==> src/stt_pkg.sv <==
// package: types, codes and byte classification for the source text tokenizer
package stt_pkg;

  localparam int POS_BITS_DEF    = 16;
  localparam int KEYWORD_MAX_DEF = 5;
  localparam int OQ_DEPTH        = 4;

  typedef enum logic [2:0] {
    MODE_IDLE,
    MODE_COMMENT,
    MODE_NUM,
    MODE_IDENT,
    MODE_STR
  } scan_mode_t;

  typedef enum logic [4:0] {
    TOK_END    = 5'd0,
    TOK_INT    = 5'd1,
    TOK_IDENT  = 5'd2,
    TOK_STRING = 5'd3,
    TOK_IF     = 5'd4,
    TOK_ELSE   = 5'd5,
    TOK_WHILE  = 5'd6,
    TOK_RP     = 5'd7,
    TOK_LT     = 5'd8,
    TOK_EQ     = 5'd9,
    TOK_PLUS   = 5'd10,
    TOK_MINUS  = 5'd11,
    TOK_STAR   = 5'd12,
    TOK_SLASH  = 5'd13,
    TOK_LBRACE = 5'd14,
    TOK_RBRACE = 5'd15,
    TOK_LPAREN = 5'd16,
    TOK_RPAREN = 5'd17,
    TOK_BAD    = 5'd18,
    TOK_UNTERM = 5'd19
  } tok_type_t;

  localparam logic [15:0] BAD_MSG_LEN    = 16'd23;
  localparam logic [15:0] UNTERM_MSG_LEN = 16'd19;
  localparam logic [15:0] LEN_MAX        = 16'hFFFF;

  localparam logic [39:0] KW_IF    = 40'h6966;
  localparam logic [39:0] KW_ELSE  = 40'h656C7365;
  localparam logic [39:0] KW_WHILE = 40'h7768696C65;
  localparam logic [39:0] KW_RP    = 40'h7270;

  localparam logic [7:0] CH_HASH  = 8'h23;
  localparam logic [7:0] CH_UNDER = 8'h5F;
  localparam logic [7:0] CH_QUOTE = 8'h22;
  localparam logic [7:0] CH_NL    = 8'h0A;
  localparam logic [7:0] CH_NUL   = 8'h00;

  typedef struct packed {
    tok_type_t   token_type;
    logic [15:0] token_length;
    logic [7:0]  bad_char;
    logic [15:0] end_line;
    logic [15:0] end_column;
    logic        last_of_run;
  } tok_t;

  function automatic logic is_space(input logic [7:0] c);
    is_space = (c inside {8'h20, [8'h09:8'h0D]});
  endfunction

  function automatic logic is_digit(input logic [7:0] c);
    is_digit = (c inside {[8'h30:8'h39]});
  endfunction

  function automatic logic is_alpha(input logic [7:0] c);
    is_alpha = (c inside {[8'h61:8'h7A], [8'h41:8'h5A]});
  endfunction

  function automatic tok_type_t op_type(input logic [7:0] c);
    case (c)
      8'h3C:   op_type = TOK_LT;
      8'h3D:   op_type = TOK_EQ;
      8'h2B:   op_type = TOK_PLUS;
      8'h2D:   op_type = TOK_MINUS;
      8'h2A:   op_type = TOK_STAR;
      8'h2F:   op_type = TOK_SLASH;
      8'h7B:   op_type = TOK_LBRACE;
      8'h7D:   op_type = TOK_RBRACE;
      8'h28:   op_type = TOK_LPAREN;
      8'h29:   op_type = TOK_RPAREN;
      default: op_type = TOK_BAD;
    endcase
  endfunction

endpackage

==> src/source_text_tokenizer.sv <==
// top level: streaming lexical tokenizer with scan state and result queue
//
//  channel  direction  fields                                              handshake
//  in_      input      kind, char_byte                                     in_valid / in_stall
//  out_     output     token_type, token_length, bad_char, end_line,      out_valid / out_stall
//                      end_column, last_of_run
//
//  one byte per cycle while in_stall is low: scan state and counters update in the cycle a transaction is taken
//  each byte yields zero, one or two tokens, written into a four-entry result queue
//  in_stall rises while the queue has fewer than two free entries
//  results leave the queue one per cycle while out_stall is low, first token of a byte first
//  rst_n (synchronous) returns the scanner to idle at line 1, column 1 and empties the queue
module source_text_tokenizer
  import stt_pkg::*;
#(
  parameter int POS_BITS    = POS_BITS_DEF,
  parameter int KEYWORD_MAX = KEYWORD_MAX_DEF
) (
  input  logic        clk,
  input  logic        rst_n,
  input  logic        in_valid,
  output logic        in_stall,
  input  logic        in_kind,
  input  logic [7:0]  in_char_byte,
  output logic        out_valid,
  input  logic        out_stall,
  output logic [4:0]  out_token_type,
  output logic [15:0] out_token_length,
  output logic [7:0]  out_bad_char,
  output logic [15:0] out_end_line,
  output logic [15:0] out_end_column,
  output logic        out_last_of_run
);

  localparam int PRE_W = 8 * KEYWORD_MAX;
  localparam int PW    = (POS_BITS > 16) ? POS_BITS : 16;
  localparam logic [POS_BITS-1:0] POS_MAX = '1;
  localparam logic [POS_BITS-1:0] POS_ONE = POS_BITS'(1);

  function automatic logic [15:0] sat16(input logic [POS_BITS-1:0] v);
    logic [PW-1:0] w;
    w = PW'(v);
    sat16 = (w > PW'(16'hFFFF)) ? 16'hFFFF : w[15:0];
  endfunction

  scan_mode_t          mode_r, mode_nxt;
  logic [POS_BITS-1:0] line_r, line_nxt, col_r, col_nxt, mv_line, mv_col;
  logic [15:0]         len_r, len_nxt, len_grow;
  logic [PRE_W-1:0]    pre_r, pre_nxt;

  tok_t                queue_r [OQ_DEPTH];
  logic [1:0]          wptr_r, rptr_r;
  logic [2:0]          cnt_r;

  logic                in_acc, out_acc;
  logic [7:0]          c;
  logic                c_space, c_digit, c_word;

  scan_mode_t          ib_mode;
  logic [15:0]         ib_len, ib_tlen;
  logic [PRE_W-1:0]    ib_pre;
  logic                ib_emit;
  tok_type_t           ib_type;
  logic [7:0]          ib_bad;
  tok_type_t           word_ty;

  logic                a_v, b_v, b_next;
  tok_type_t           a_type, b_type;
  logic [15:0]         a_len, b_len;
  logic [7:0]          b_bad;
  tok_t                tok_a, tok_b, push0, push1;
  logic [1:0]          push_n;

  assign in_acc   = in_valid && !in_stall;
  assign out_acc  = out_valid && !out_stall;
  assign in_stall = (cnt_r > 3'd2);
  assign c        = in_char_byte;
  assign c_space  = is_space(c);
  assign c_digit  = is_digit(c);
  assign c_word   = is_alpha(c) || c_digit || (c == CH_UNDER);
  assign len_grow = (len_r < LEN_MAX) ? len_r + 16'd1 : len_r;

  // position after the current byte
  always_comb begin
    mv_line = line_r;
    mv_col  = col_r;
    if (c == CH_NL) begin
      if (line_r < POS_MAX) mv_line = line_r + POS_ONE;
      mv_col = POS_ONE;
    end else if (col_r < POS_MAX) begin
      mv_col = col_r + POS_ONE;
    end
  end

  // keyword match on the identifier being collected
  always_comb begin
    word_ty = TOK_IDENT;
    if (len_r <= 16'(KEYWORD_MAX)) begin
      if (len_r == 16'd2 && pre_r == PRE_W'(KW_IF)) word_ty = TOK_IF;
      else if (len_r == 16'd4 && pre_r == PRE_W'(KW_ELSE)) word_ty = TOK_ELSE;
      else if (len_r == 16'd5 && pre_r == PRE_W'(KW_WHILE)) word_ty = TOK_WHILE;
      else if (len_r == 16'd2 && pre_r == PRE_W'(KW_RP)) word_ty = TOK_RP;
    end
  end

  // byte seen between tokens
  always_comb begin
    ib_mode = MODE_IDLE;
    ib_len  = len_r;
    ib_pre  = pre_r;
    ib_emit = 1'b0;
    ib_type = op_type(c);
    ib_tlen = 16'd1;
    ib_bad  = 8'd0;
    if (c_space) begin
      ib_mode = MODE_IDLE;
    end else if (c == CH_HASH) begin
      ib_mode = MODE_COMMENT;
    end else if (c_digit) begin
      ib_mode = MODE_NUM;
      ib_len  = 16'd1;
    end else if (c_word) begin
      ib_mode = MODE_IDENT;
      ib_len  = 16'd1;
      ib_pre  = PRE_W'(c);
    end else if (c == CH_QUOTE) begin
      ib_mode = MODE_STR;
      ib_len  = 16'd0;
    end else begin
      ib_emit = 1'b1;
      if (ib_type == TOK_BAD) begin
        ib_tlen = BAD_MSG_LEN;
        ib_bad  = c;
      end
    end
  end

  // next scan mode
  always_comb begin
    mode_nxt = mode_r;
    if (in_acc) begin
      if (in_kind) begin
        mode_nxt = MODE_IDLE;
      end else begin
        case (mode_r)
          MODE_COMMENT: if (c == CH_NL || c == CH_NUL) mode_nxt = ib_mode;
          MODE_NUM:     if (!c_digit) mode_nxt = ib_mode;
          MODE_IDENT:   if (!c_word) mode_nxt = ib_mode;
          MODE_STR: begin
            if (c == CH_QUOTE) mode_nxt = MODE_IDLE;
            else if (c == CH_NUL) mode_nxt = ib_mode;
          end
          default:      mode_nxt = ib_mode;
        endcase
      end
    end
  end

  // counters, collected text and emitted tokens
  always_comb begin
    len_nxt  = len_r;
    pre_nxt  = pre_r;
    line_nxt = line_r;
    col_nxt  = col_r;
    a_v      = 1'b0;
    a_type   = TOK_INT;
    a_len    = len_r;
    b_v      = 1'b0;
    b_type   = ib_type;
    b_len    = ib_tlen;
    b_bad    = ib_bad;
    b_next   = 1'b1;
    if (in_acc) begin
      if (in_kind) begin
        a_v = (mode_r == MODE_NUM) || (mode_r == MODE_IDENT) || (mode_r == MODE_STR);
        case (mode_r)
          MODE_NUM:   a_type = TOK_INT;
          MODE_IDENT: a_type = word_ty;
          default:    a_type = TOK_UNTERM;
        endcase
        if (mode_r == MODE_STR) a_len = UNTERM_MSG_LEN;
        b_v      = 1'b1;
        b_type   = TOK_END;
        b_len    = 16'd0;
        b_bad    = 8'd0;
        b_next   = 1'b0;
        len_nxt  = 16'd0;
        pre_nxt  = '0;
        line_nxt = POS_ONE;
        col_nxt  = POS_ONE;
      end else begin
        line_nxt = mv_line;
        col_nxt  = mv_col;
        case (mode_r)
          MODE_COMMENT: begin
            if (c == CH_NL || c == CH_NUL) begin
              len_nxt = ib_len;
              pre_nxt = ib_pre;
              b_v     = ib_emit;
            end
          end
          MODE_NUM: begin
            if (c_digit) begin
              len_nxt = len_grow;
            end else begin
              a_v     = 1'b1;
              a_type  = TOK_INT;
              len_nxt = ib_len;
              pre_nxt = ib_pre;
              b_v     = ib_emit;
            end
          end
          MODE_IDENT: begin
            if (c_word) begin
              if (len_r < 16'(KEYWORD_MAX)) pre_nxt = {pre_r[PRE_W-9:0], c};
              len_nxt = len_grow;
            end else begin
              a_v     = 1'b1;
              a_type  = word_ty;
              len_nxt = ib_len;
              pre_nxt = ib_pre;
              b_v     = ib_emit;
            end
          end
          MODE_STR: begin
            if (c == CH_QUOTE) begin
              b_v    = 1'b1;
              b_type = TOK_STRING;
              b_len  = len_r;
              b_bad  = 8'd0;
            end else if (c == CH_NUL) begin
              a_v     = 1'b1;
              a_type  = TOK_UNTERM;
              a_len   = UNTERM_MSG_LEN;
              len_nxt = ib_len;
              pre_nxt = ib_pre;
              b_v     = ib_emit;
            end else begin
              len_nxt = len_grow;
            end
          end
          default: begin
            len_nxt = ib_len;
            pre_nxt = ib_pre;
            b_v     = ib_emit;
          end
        endcase
      end
    end
  end

  // pack tokens for the queue
  always_comb begin
    tok_a.token_type   = a_type;
    tok_a.token_length = a_len;
    tok_a.bad_char     = 8'd0;
    tok_a.end_line     = sat16(line_r);
    tok_a.end_column   = sat16(col_r);
    tok_a.last_of_run  = !b_v;
    tok_b.token_type   = b_type;
    tok_b.token_length = b_len;
    tok_b.bad_char     = b_bad;
    tok_b.end_line     = b_next ? sat16(mv_line) : sat16(line_r);
    tok_b.end_column   = b_next ? sat16(mv_col) : sat16(col_r);
    tok_b.last_of_run  = 1'b1;
    push0              = a_v ? tok_a : tok_b;
    push1              = tok_b;
    push_n             = {1'b0, a_v} + {1'b0, b_v};
  end

  always_ff @(posedge clk) begin
    if (!rst_n) begin
      mode_r <= MODE_IDLE;
      line_r <= POS_ONE;
      col_r  <= POS_ONE;
      len_r  <= 16'd0;
      pre_r  <= '0;
      wptr_r <= 2'd0;
      rptr_r <= 2'd0;
      cnt_r  <= 3'd0;
    end else begin
      mode_r <= mode_nxt;
      line_r <= line_nxt;
      col_r  <= col_nxt;
      len_r  <= len_nxt;
      pre_r  <= pre_nxt;
      wptr_r <= wptr_r + push_n;
      rptr_r <= rptr_r + {1'b0, out_acc};
      cnt_r  <= cnt_r + {1'b0, push_n} - {2'b00, out_acc};
    end
  end

  always_ff @(posedge clk) begin
    if (push_n != 2'd0) queue_r[wptr_r] <= push0;
    if (push_n == 2'd2) queue_r[wptr_r + 2'd1] <= push1;
  end

  assign out_valid        = (cnt_r != 3'd0);
  assign out_token_type   = queue_r[rptr_r].token_type;
  assign out_token_length = queue_r[rptr_r].token_length;
  assign out_bad_char     = queue_r[rptr_r].bad_char;
  assign out_end_line     = queue_r[rptr_r].end_line;
  assign out_end_column   = queue_r[rptr_r].end_column;
  assign out_last_of_run  = queue_r[rptr_r].last_of_run;

  a_queue_bound: assert property (@(posedge clk) disable iff (!rst_n)
    cnt_r <= 3'(OQ_DEPTH))
    else $error("result queue overflow");

  a_end_resets: assert property (@(posedge clk) disable iff (!rst_n)
    (in_acc && in_kind) |=> (mode_r == MODE_IDLE && line_r == POS_ONE && col_r == POS_ONE))
    else $error("scanner not back to start after end marker");

  a_end_last: assert property (@(posedge clk) disable iff (!rst_n)
    (out_valid && out_token_type == TOK_END) |-> out_last_of_run)
    else $error("end token not marked last");

  a_bad_only: assert property (@(posedge clk) disable iff (!rst_n)
    (out_valid && out_token_type != TOK_BAD) |-> (out_bad_char == 8'd0))
    else $error("offending byte on a non-error token");

endmodule
==> config.mk <==
export PLATFORM = sky130hd
export DESIGN_NAME = source_text_tokenizer
export DESIGN_NICKNAME = d
export VERILOG_FILES = /design/src/stt_pkg.sv /design/src/source_text_tokenizer.sv
export SDC_FILE = /design/constraint.sdc
export NUM_CORES = 1
export LEC_CHECK = 0
export ABC_AREA = 1
export BUFFER_PORTS_ARGS = -buffer_cell sky130_fd_sc_hd__buf_2
export CELL_PAD_IN_SITES_DETAIL_PLACEMENT = 1
export CELL_PAD_IN_SITES_GLOBAL_PLACEMENT = 2
export CORE_MARGIN = 2
export CORE_UTILIZATION = 38
export CTS_BUF_LIST = sky130_fd_sc_hd__clkbuf_2 sky130_fd_sc_hd__clkbuf_4 sky130_fd_sc_hd__clkbuf_8
export DETAILED_ROUTE_END_ITERATION = 10
export GPL_TIMING_DRIVEN = 0
export PLACE_DENSITY_LB_ADDON = 0.05
export SLEW_MARGIN = 0
export SYNTH_ARGS = -nofsm -noshare
export SYNTH_HDL_FRONTEND = slang
export SYNTH_SLANG_ARGS = --single-unit
==> constraint.sdc <==
create_clock -name clk -period 6.4 [get_ports clk]
set_input_delay 0.96 -clock clk [delete_from_list [all_inputs] [get_ports clk]]
set_output_delay 0.96 -clock clk [all_outputs]
set_load 0.1 [all_outputs]
# Word level (Yosys, flattened, before mapping)
# Memory sizes are Yosys's and may differ from the RTL's. A register that Yosys moved wholly into a read port is not among the register bits.
# Cells that the tools add are included.
[totals] in_bits=13 output_inout_bits=64 n_memories=1 register_bits=98 elab_cells=217 ram_bits=248
[op_classes] muxes=120 eq_ne=35 reduce_logical=26 addsub=9 n_lt_le_gt_ge=18
[mem_list] name="queue_r" depth=4 width=62 rd=1 rd_ports_with_merged_regs=1 write_ports=2 line="source_text_tokenizer.sv:51" source="tok_t queue_r [OQ_DEPTH];"
[ops] op="2-to-1 mux 16 bit" count=34
[ops] op="2-to-1 mux 40 bit" count=11
[ops] op="case mux 40 bit (4 select lines)" count=1
[ops] op="== test 8 x 6 -> 1 bit (second input constant)" count=11
[ops] op="== test 40 x 15 -> 1 bit (second input constant)" count=2
[ops] op="2-to-1 mux 8 bit" count=10
[ops] op="2-to-1 mux 5 bit" count=14
[ops] op="> comparator 16 bit (second input constant)" count=4
[ops] op="case mux 16 bit (4 select lines)" count=1
[ops] op="2-to-1 mux 62 bit" count=1
[ops] op="2-to-1 mux 3 bit" count=17
[ops] op="case mux 5 bit (10 select lines)" count=1
[ops] op="adder 16 x 1 -> 16 bit (second input constant)" count=3
[ops] op="< comparator 16 bit (second input constant)" count=3
[ops] op="== test 40 x 31 -> 1 bit (second input constant)" count=1
[ops] op="== test 40 x 39 -> 1 bit (second input constant)" count=1
[ops] op="== test 16 x 3 -> 1 bit (second input constant)" count=2
[ops] op="== test 8 x 7 -> 1 bit (second input constant)" count=3
[ops] op="2-to-1 mux 1 bit" count=24
[ops] op="case mux 5 bit (2 select lines)" count=2
[ops] op="== test 16 x 2 -> 1 bit (second input constant)" count=1
[ops] op=">= comparator 8 x 7 -> 1 bit (second input constant)" count=2
[ops] op="less-or-equal comparator 16 x 3 -> 1 bit (second input constant)" count=1
[ops] op="less-or-equal comparator 8 x 7 -> 1 bit (second input constant)" count=2
[ops] op="other kinds (34)" count=56

# Logic depth before layout (Yosys ltp)
# Gate-level depths: netlist of run 1.
[logic_depth] depth_word=18 depth_mapped=23 depth_no_buf=21

# Worst setup path after synthesis of run 1
# No wires, ideal clock.
[synth_timing] path_type="input to register" startpoint="in in_char_byte[1]" endpoint="mem queue_r[0][33] in the netlist's numbering (data pin)" arrival_time_ps=4933 path_buffers=2 slack_ps=1319 path_stages=21 cell_sequence="buf_4 inv_1 nand2_1 nand2_1 nand2_1 nand2_1 nand2_2 nand2_2 nor2_2 buf_4 nand3_1 a31oi_1 nor2_1 inv_1 ha_1 inv_1 nor3_2 inv_1 nand2_1 o21ai_2 nor2_1"
[synth_lines] element="start: declaration" line="source_text_tokenizer.sv:24" source="input logic [7:0] in_char_byte,"
[synth_lines] element="end: declaration" line="source_text_tokenizer.sv:51"

==> results.json, run 1 <==
{
  "vdd_ir_drop_max_mv": 0.364,
  "seq_area_frac_synth": 0.464,
  "die-area_um2": 55000,
  "post-synth-top-area-cell": "edfxtp_1",
  "drc_errors": 0,
  "root_buffer": "clkbuf_8",
  "path_cells": "a21oi_1, nand2_1, inv_1, clkbuf_1, nand3_1, a31oi_1, nor2_1, inv_1, ha_1, inv_1, nor3_2, inv_1, nand2_4, buf_16, o21ai_2, nor2_1",
  "fmax_ghz": 0.183,
  "syn_avg_cell_area_um2": 7.38,
  "routed_wl_mm": 82.8,
  "max_stage_delay_ns": 0.82,
  "core_um2": 52600,
  "die_w_um": 235,
  "grt_overflow": 0,
  "grt_pass1_wl_mm": 125,
  "hold_path.class": "reg -> reg",
  "path_common_cell": "inv_1",
  "cts_tree": "yes",
  "viasPerCell": 5.61,
  "grt_max_degree": 50,
  "rsz0062_at_grt": "false",
  "maxSlewViolCount": 0,
  "initial_utilization": 0.385,
  "die_h_um": 235,
  "layout.nets": 2907,
  "portBuffers": 74,
  "synthDistinctLibCells": 44,
  "routabilityCongestion": 0.914,
  "ant_nets": 0,
  "p_per_area_nw_per_um2": 414,
  "gr-usage-all-layers": 0.294,
  "synth_top_area_share": 0.363,
  "cap_violations": 0,
  "async_flop_share": 0,
  "post-route-period-util": 0.852,
  "hold_viol": 0,
  "htreeDepth": 2,
  "p_leak_nw": 8.85,
  "dp_hpwl_mm": 61.0,
  "cts.sinks": 346,
  "stdcell_count": 3619,
  "critPathMaxFanout": 32,
  "numCtsBuffers": 61,
  "endpoint_kind": "flop",
  "hold_buffers": 0,
  "syn_to_final_growth_pct": 12.8,
  "rows": 84,
  "clockBufferDepth": 3,
  "relSlewSlack": 0.165,
  "post_cts_buffers": 0,
  "synth_area_um2": 20200,
  "dp_cells": 3504,
  "tns_ns": 0,
  "tightest_slew_ns": 1.24,
  "drt-initial-drc-count": 1564,
  "synthTopCellsByCount": "nand2_1 (697), nor2_1 (395), o21ai_0 (305), nand3_1 (270), edfxtp_1 (244)",
  "critical_path.slowest_cell": "nor3_2",
  "ys_warn_count": 0,
  "worstPathRequired_ns": 6.94,
  "path_clk_slew_ns": 0.06,
  "syn_nets": 2766,
  "synthTopCellsByArea": "edfxtp_1 (36%), nand2_1 (13%), dfxtp_1 (10%), o21ai_0 (7.6%), nor2_1 (7.3%)",
  "setup_viol": 0,
  "num_io_pins": 77,
  "arrival_ns": 5.99,
  "wl_per_cell_um": 22.9,
  "finalClockSkew_ns": 0.0177,
  "grt_pass1_vias": 20591,
  "syn_inst": 2738,
  "drive_above_1_share": 0.0932,
  "vias": 20317,
  "synth-main-ff-cell": "edfxtp_1",
  "status": "complete, no violations",
  "path_class": "reg -> reg",
  "drtPass1Iterations": 5,
  "critical_path.startpoint_type": "flop",
  "clk_latency_ns": 0.70,
  "cts_resized": 0,
  "antenna_found_initial": 3,
  "synth_seq_cells": 346,
  "period_needed_ns": 5.45,
  "synth.most_common_cell": "nand2_1",
  "synth_edf_count": 244
}
power breakdown:
group	switching, mW	leakage (nW)	internal (mW)
clock	0.989	0.658	1.13
combinational	3.83	5.06	0.653
sequential	0.0901	3.14	2.74
through the flow:
stage	setup WS, ns	cell area (um2)	utilization	power, mW	hold slack, ns
after floorplan	1.32	20200	-	6.14	0.437
after global placement	-2.34	21400	0.408	7.27	0.449
after detailed placement	0.305	21600	0.411	7.35	0.464
after CTS	0.957	22800	0.434	9.47	0.479
after global routing	0.552	22800	0.434	9.78	0.517
final	0.946	22800	0.434	9.44	0.481
area by class of cell:
class / count / area [um2]
Buffer: 157 / 693
Fill cell: 6665 / 29700
Tap cell: 688 / 861
Clock inverter: 20 / 128
Timing Repair Buffer: 78 / 473
Multi-Input combinational cell: 2037 / 9430
Sequential cell: 346 / 9370
Clock buffer: 92 / 1100
Inverter: 198 / 743
Antenna cell: 3 / 7.51
registers in the layout (all words and copies together), names as in the netlist:
name	cells
wptr_r	2
pre_r	40
len_r	16
queue_r	248
rptr_r	2
line_r	16
col_r	16
cnt_r	3
mode_r	3
cell usage in the layout (no fill, tap or decap), types with 69 or more instances in the layout:
cell | Yosys | final
nor2_1 | 395 | 395
clkbuf_1 | 112 | 112
buf_2 | 23 | 97
o22ai_1 | 69 | 69
a21oi_1 | 98 | 98
nand2_1 | 697 | 693
edfxtp_1 | 244 | 244
inv_1 | 184 | 184
dfxtp_1 | 102 | 102
nand3_1 | 270 | 270
o21ai_0 | 305 | 305
kinds of logic after synthesis:
family,count (synthesis),share of synthesized area
and+or+nand+nor,1469,0.305
DFF,346,0.464
adders and majority gates,15,0.00966
AOI/OAI and AO/OA,535,0.143
xor gates and xnor gates,18,0.00780
buffers and inverters,355,0.0711
path summary, 6_finish.rpt:
kind / start / to / slack (ns) / cells after the start
max reg2reg: cnt_r[0] / queue_r[3][40] / 0.95 / 16
min reg2reg: queue_r[0][0] / queue_r[0][0] / 0.48 / 2
min: queue_r[0][0] / queue_r[0][0] / 0.48 / 2
max: cnt_r[0] / queue_r[3][40] / 0.95 / 16
layer usage:
layer,up-vias,track usage,share of wire
li1,9542,-,-
met1,10013,0.408,0.46
met2,612,0.469,0.45
met3,148,0.0456,0.061
met4,2,0.0928,0.029
met5,-,0,0.00015
critical path: cells and delay by family, from the launching register on:
family / cells / cell delay [ns]
fa+ha+maj: 1 / 0.16
buf+inv: 6 / 1.76
flops: 1 / 0.32
simple gates: 6 / 2.14
compound gates: 3 / 0.87
Power figures use the tool's default switching activity.
==> run 2: changes to the inputs <==
--- a/config.mk
+++ b/config.mk
@@ -6,12 +6,13 @@
 export NUM_CORES = 1
 export LEC_CHECK = 0
 export ABC_AREA = 1
+export ABC_CLOCK_PERIOD_IN_PS = 5750
 export BUFFER_PORTS_ARGS = -buffer_cell sky130_fd_sc_hd__buf_2
 export CELL_PAD_IN_SITES_DETAIL_PLACEMENT = 1
 export CELL_PAD_IN_SITES_GLOBAL_PLACEMENT = 2
 export CORE_MARGIN = 2
 export CORE_UTILIZATION = 38
-export CTS_BUF_LIST = sky130_fd_sc_hd__clkbuf_2 sky130_fd_sc_hd__clkbuf_4 sky130_fd_sc_hd__clkbuf_8
+export CTS_BUF_LIST = sky130_fd_sc_hd__clkbuf_4 sky130_fd_sc_hd__clkbuf_8
 export DETAILED_ROUTE_END_ITERATION = 10
 export GPL_TIMING_DRIVEN = 0
 export PLACE_DENSITY_LB_ADDON = 0.05
==> constraint.sdc (replaced) <==
create_clock -name clk -period 5.75 [get_ports clk]
set_input_delay 0.8625 -clock clk [delete_from_list [all_inputs] [get_ports clk]]
set_output_delay 0.8625 -clock clk [all_outputs]
set_load 0.1 [all_outputs]
==> results.json, run 2 (synthesis results as in run 1) <==
{
  "htreeDepth": 2,
  "initial_utilization": 0.385,
  "clk_latency_ns": 0.70,
  "finalPower_mw": 10.5,
  "post-route-period-util": 0.942,
  "relSlewSlack": 0.211,
  "critPathBufInv": 5,
  "clockBufferDepth": 3,
  "path_class": "reg -> reg",
  "wl_per_cell_um": 22.9,
  "path_clk_slew_ns": 0.06,
  "r2r-start": "cnt_r[0]",
  "rows": 84,
  "min_path_cells": 2,
  "hold_path.class": "reg -> reg",
  "tns_ns": 0,
  "period_needed_ns": 5.41,
  "finalClockSkew_ns": 0.0183,
  "path_cells": "a21oi_1, nand2_1, inv_1, clkbuf_1, nand3_1, a31oi_1, nor2_1, inv_1, ha_1, inv_1, nor3_2, inv_1, nand2_4, o21ai_2, nor2_1",
  "min_to": "queue_r[0][0]",
  "cts_tree": "yes",
  "numCtsBuffers": 61,
  "hp-start": "queue_r[0][0]",
  "grt_overflow": 0,
  "vias": 20375,
  "num_io_pins": 77,
  "worstPathRequired_ns": 6.28,
  "root_buffer": "clkbuf_8",
  "die_h_um": 235,
  "grt_max_degree": 50,
  "ant_nets": 0,
  "drc_errors": 0,
  "max_stage_delay_ns": 0.89,
  "fmax_ghz": 0.185,
  "vdd_ir_drop_max_mv": 0.405,
  "die_w_um": 235,
  "portBuffers": 74,
  "status": "complete, no violations",
  "final_cell_mix": "nand2_1 (693), nor2_1 (395), o21ai_0 (305), nand3_1 (270), edfxtp_1 (244)",
  "layout.nets": 2907,
  "gr-usage-all-layers": 0.294,
  "p_per_area_nw_per_um2": 460,
  "final_common_cell": "nand2_1",
  "path_common_cell": "inv_1",
  "syn_to_final_growth_pct": 12.9,
  "worst_r2r_endpoint": "queue_r[0][38]",
  "drtPass1Iterations": 5,
  "largest_register_ffs": 248,
  "rsz0062_at_grt": "false",
  "viasPerCell": 5.63,
  "maxSlewViolCount": 0,
  "final_util": 0.434,
  "arrival_ns": 5.94,
  "critical_path.startpoint_type": "flop",
  "routed_wl_mm": 82.7,
  "tightest_slew_ns": 1.17,
  "endpoint_kind": "flop",
  "r2r_cells": 15,
  "drt-initial-drc-count": 1590,
  "regToRegSetupSlack_ns": 0.34,
  "fillerInstances": 6664,
  "hold_viol": 0,
  "drive_above_1_share": 0.0932,
  "setup_viol": 0,
  "p_leak_nw": 8.86,
  "grt_pass1_vias": 20591,
  "routabilityCongestion": 0.914,
  "die-area_um2": 55000,
  "critPathMaxFanout": 29,
  "reg_top3": "queue_r x248, pre_r x40",
  "critical_path.top_delay_family": "simple AND/OR/NAND/NOR gates",
  "critical_path.slowest_cell": "nor3_2",
  "hold_buffers": 0,
  "core_um2": 52600,
  "grt_pass1_wl_mm": 125,
  "dp_hpwl_mm": 61.0,
  "top_register": "queue_r",
  "cap_violations": 0,
  "antenna_found_initial": 3,
  "cts.sinks": 346
}
-- run 2: layout make-up --
class / count / area, um2 / share of cell area
Sequential cell: 346 / 9370 / 0.411
Clock inverter: 20 / 128 / 0.00559
Timing Repair Buffer: 78 / 473 / 0.0207
Buffer: 157 / 693 / 0.0304
Clock buffer: 92 / 1100 / 0.0481
Tap cell: 688 / 861 / 0.0377
Inverter: 198 / 743 / 0.0326
Multi-Input combinational cell: 2037 / 9440 / 0.414
Antenna cell: 3 / 7.51 / 0.000329
-- run 2: worst max-delay path by stage --
stage                                from             end  slack (ns)  depth (start not counted)
after detailed placement  in_char_byte[5]  queue_r[3][34]       -0.25                         20
after floorplan           in_char_byte[1]  queue_r[0][33]        0.77                         21
after global placement    in_char_byte[5]  queue_r[3][60]       -2.89                         19
after global routing             cnt_r[0]  queue_r[1][60]        0.03                         16
final                            cnt_r[0]  queue_r[0][38]        0.34                         15
after CTS                        cnt_r[0]  queue_r[3][36]        0.31                         16
-- run 2: power breakdown --
group | switching, mW | internal (mW) | total, mW
Clock | 1.10 | 1.26 | 2.36
Sequential | 0.101 | 3.05 | 3.15
Combinational | 4.27 | 0.727 | 4.99
-- run 2: tightest hold or removal path: stages (launching register included) --
cell and delay [ns]:
dfxtp_1 0.33, a21oi_1 0.06, o21ai_0 0.06
-- run 2: repair_timing --
action	CTS	global route
endpoints found under the setup margin	0	9
gates resized for setup	0	1
buffers inserted	0	0
-- run 2: layer usage --
layer / global-route usage / up-vias / share of wire
met1: 0.408 / 10063 / 0.46
met3: 0.0456 / 147 / 0.062
met5: 0 / - / 0.00015
li1: - / 9536 / -
met2: 0.469 / 627 / 0.45
met4: 0.0928 / 2 / 0.029
-- run 2: per-stage QoR --
stage          cell area, um2  setup slack [ns]  cells  hold WS (ns)
3_5_place_dp            21600            -0.247   3504         0.464
2_1_floorplan           20200             0.766   2738         0.437
5_1_grt                 22800            0.0334   3616         0.510
6_report                22800             0.336   3619         0.481
3_3_place_gp            21400             -2.89   3500         0.449
4_1_cts                 22800             0.307   3616         0.465
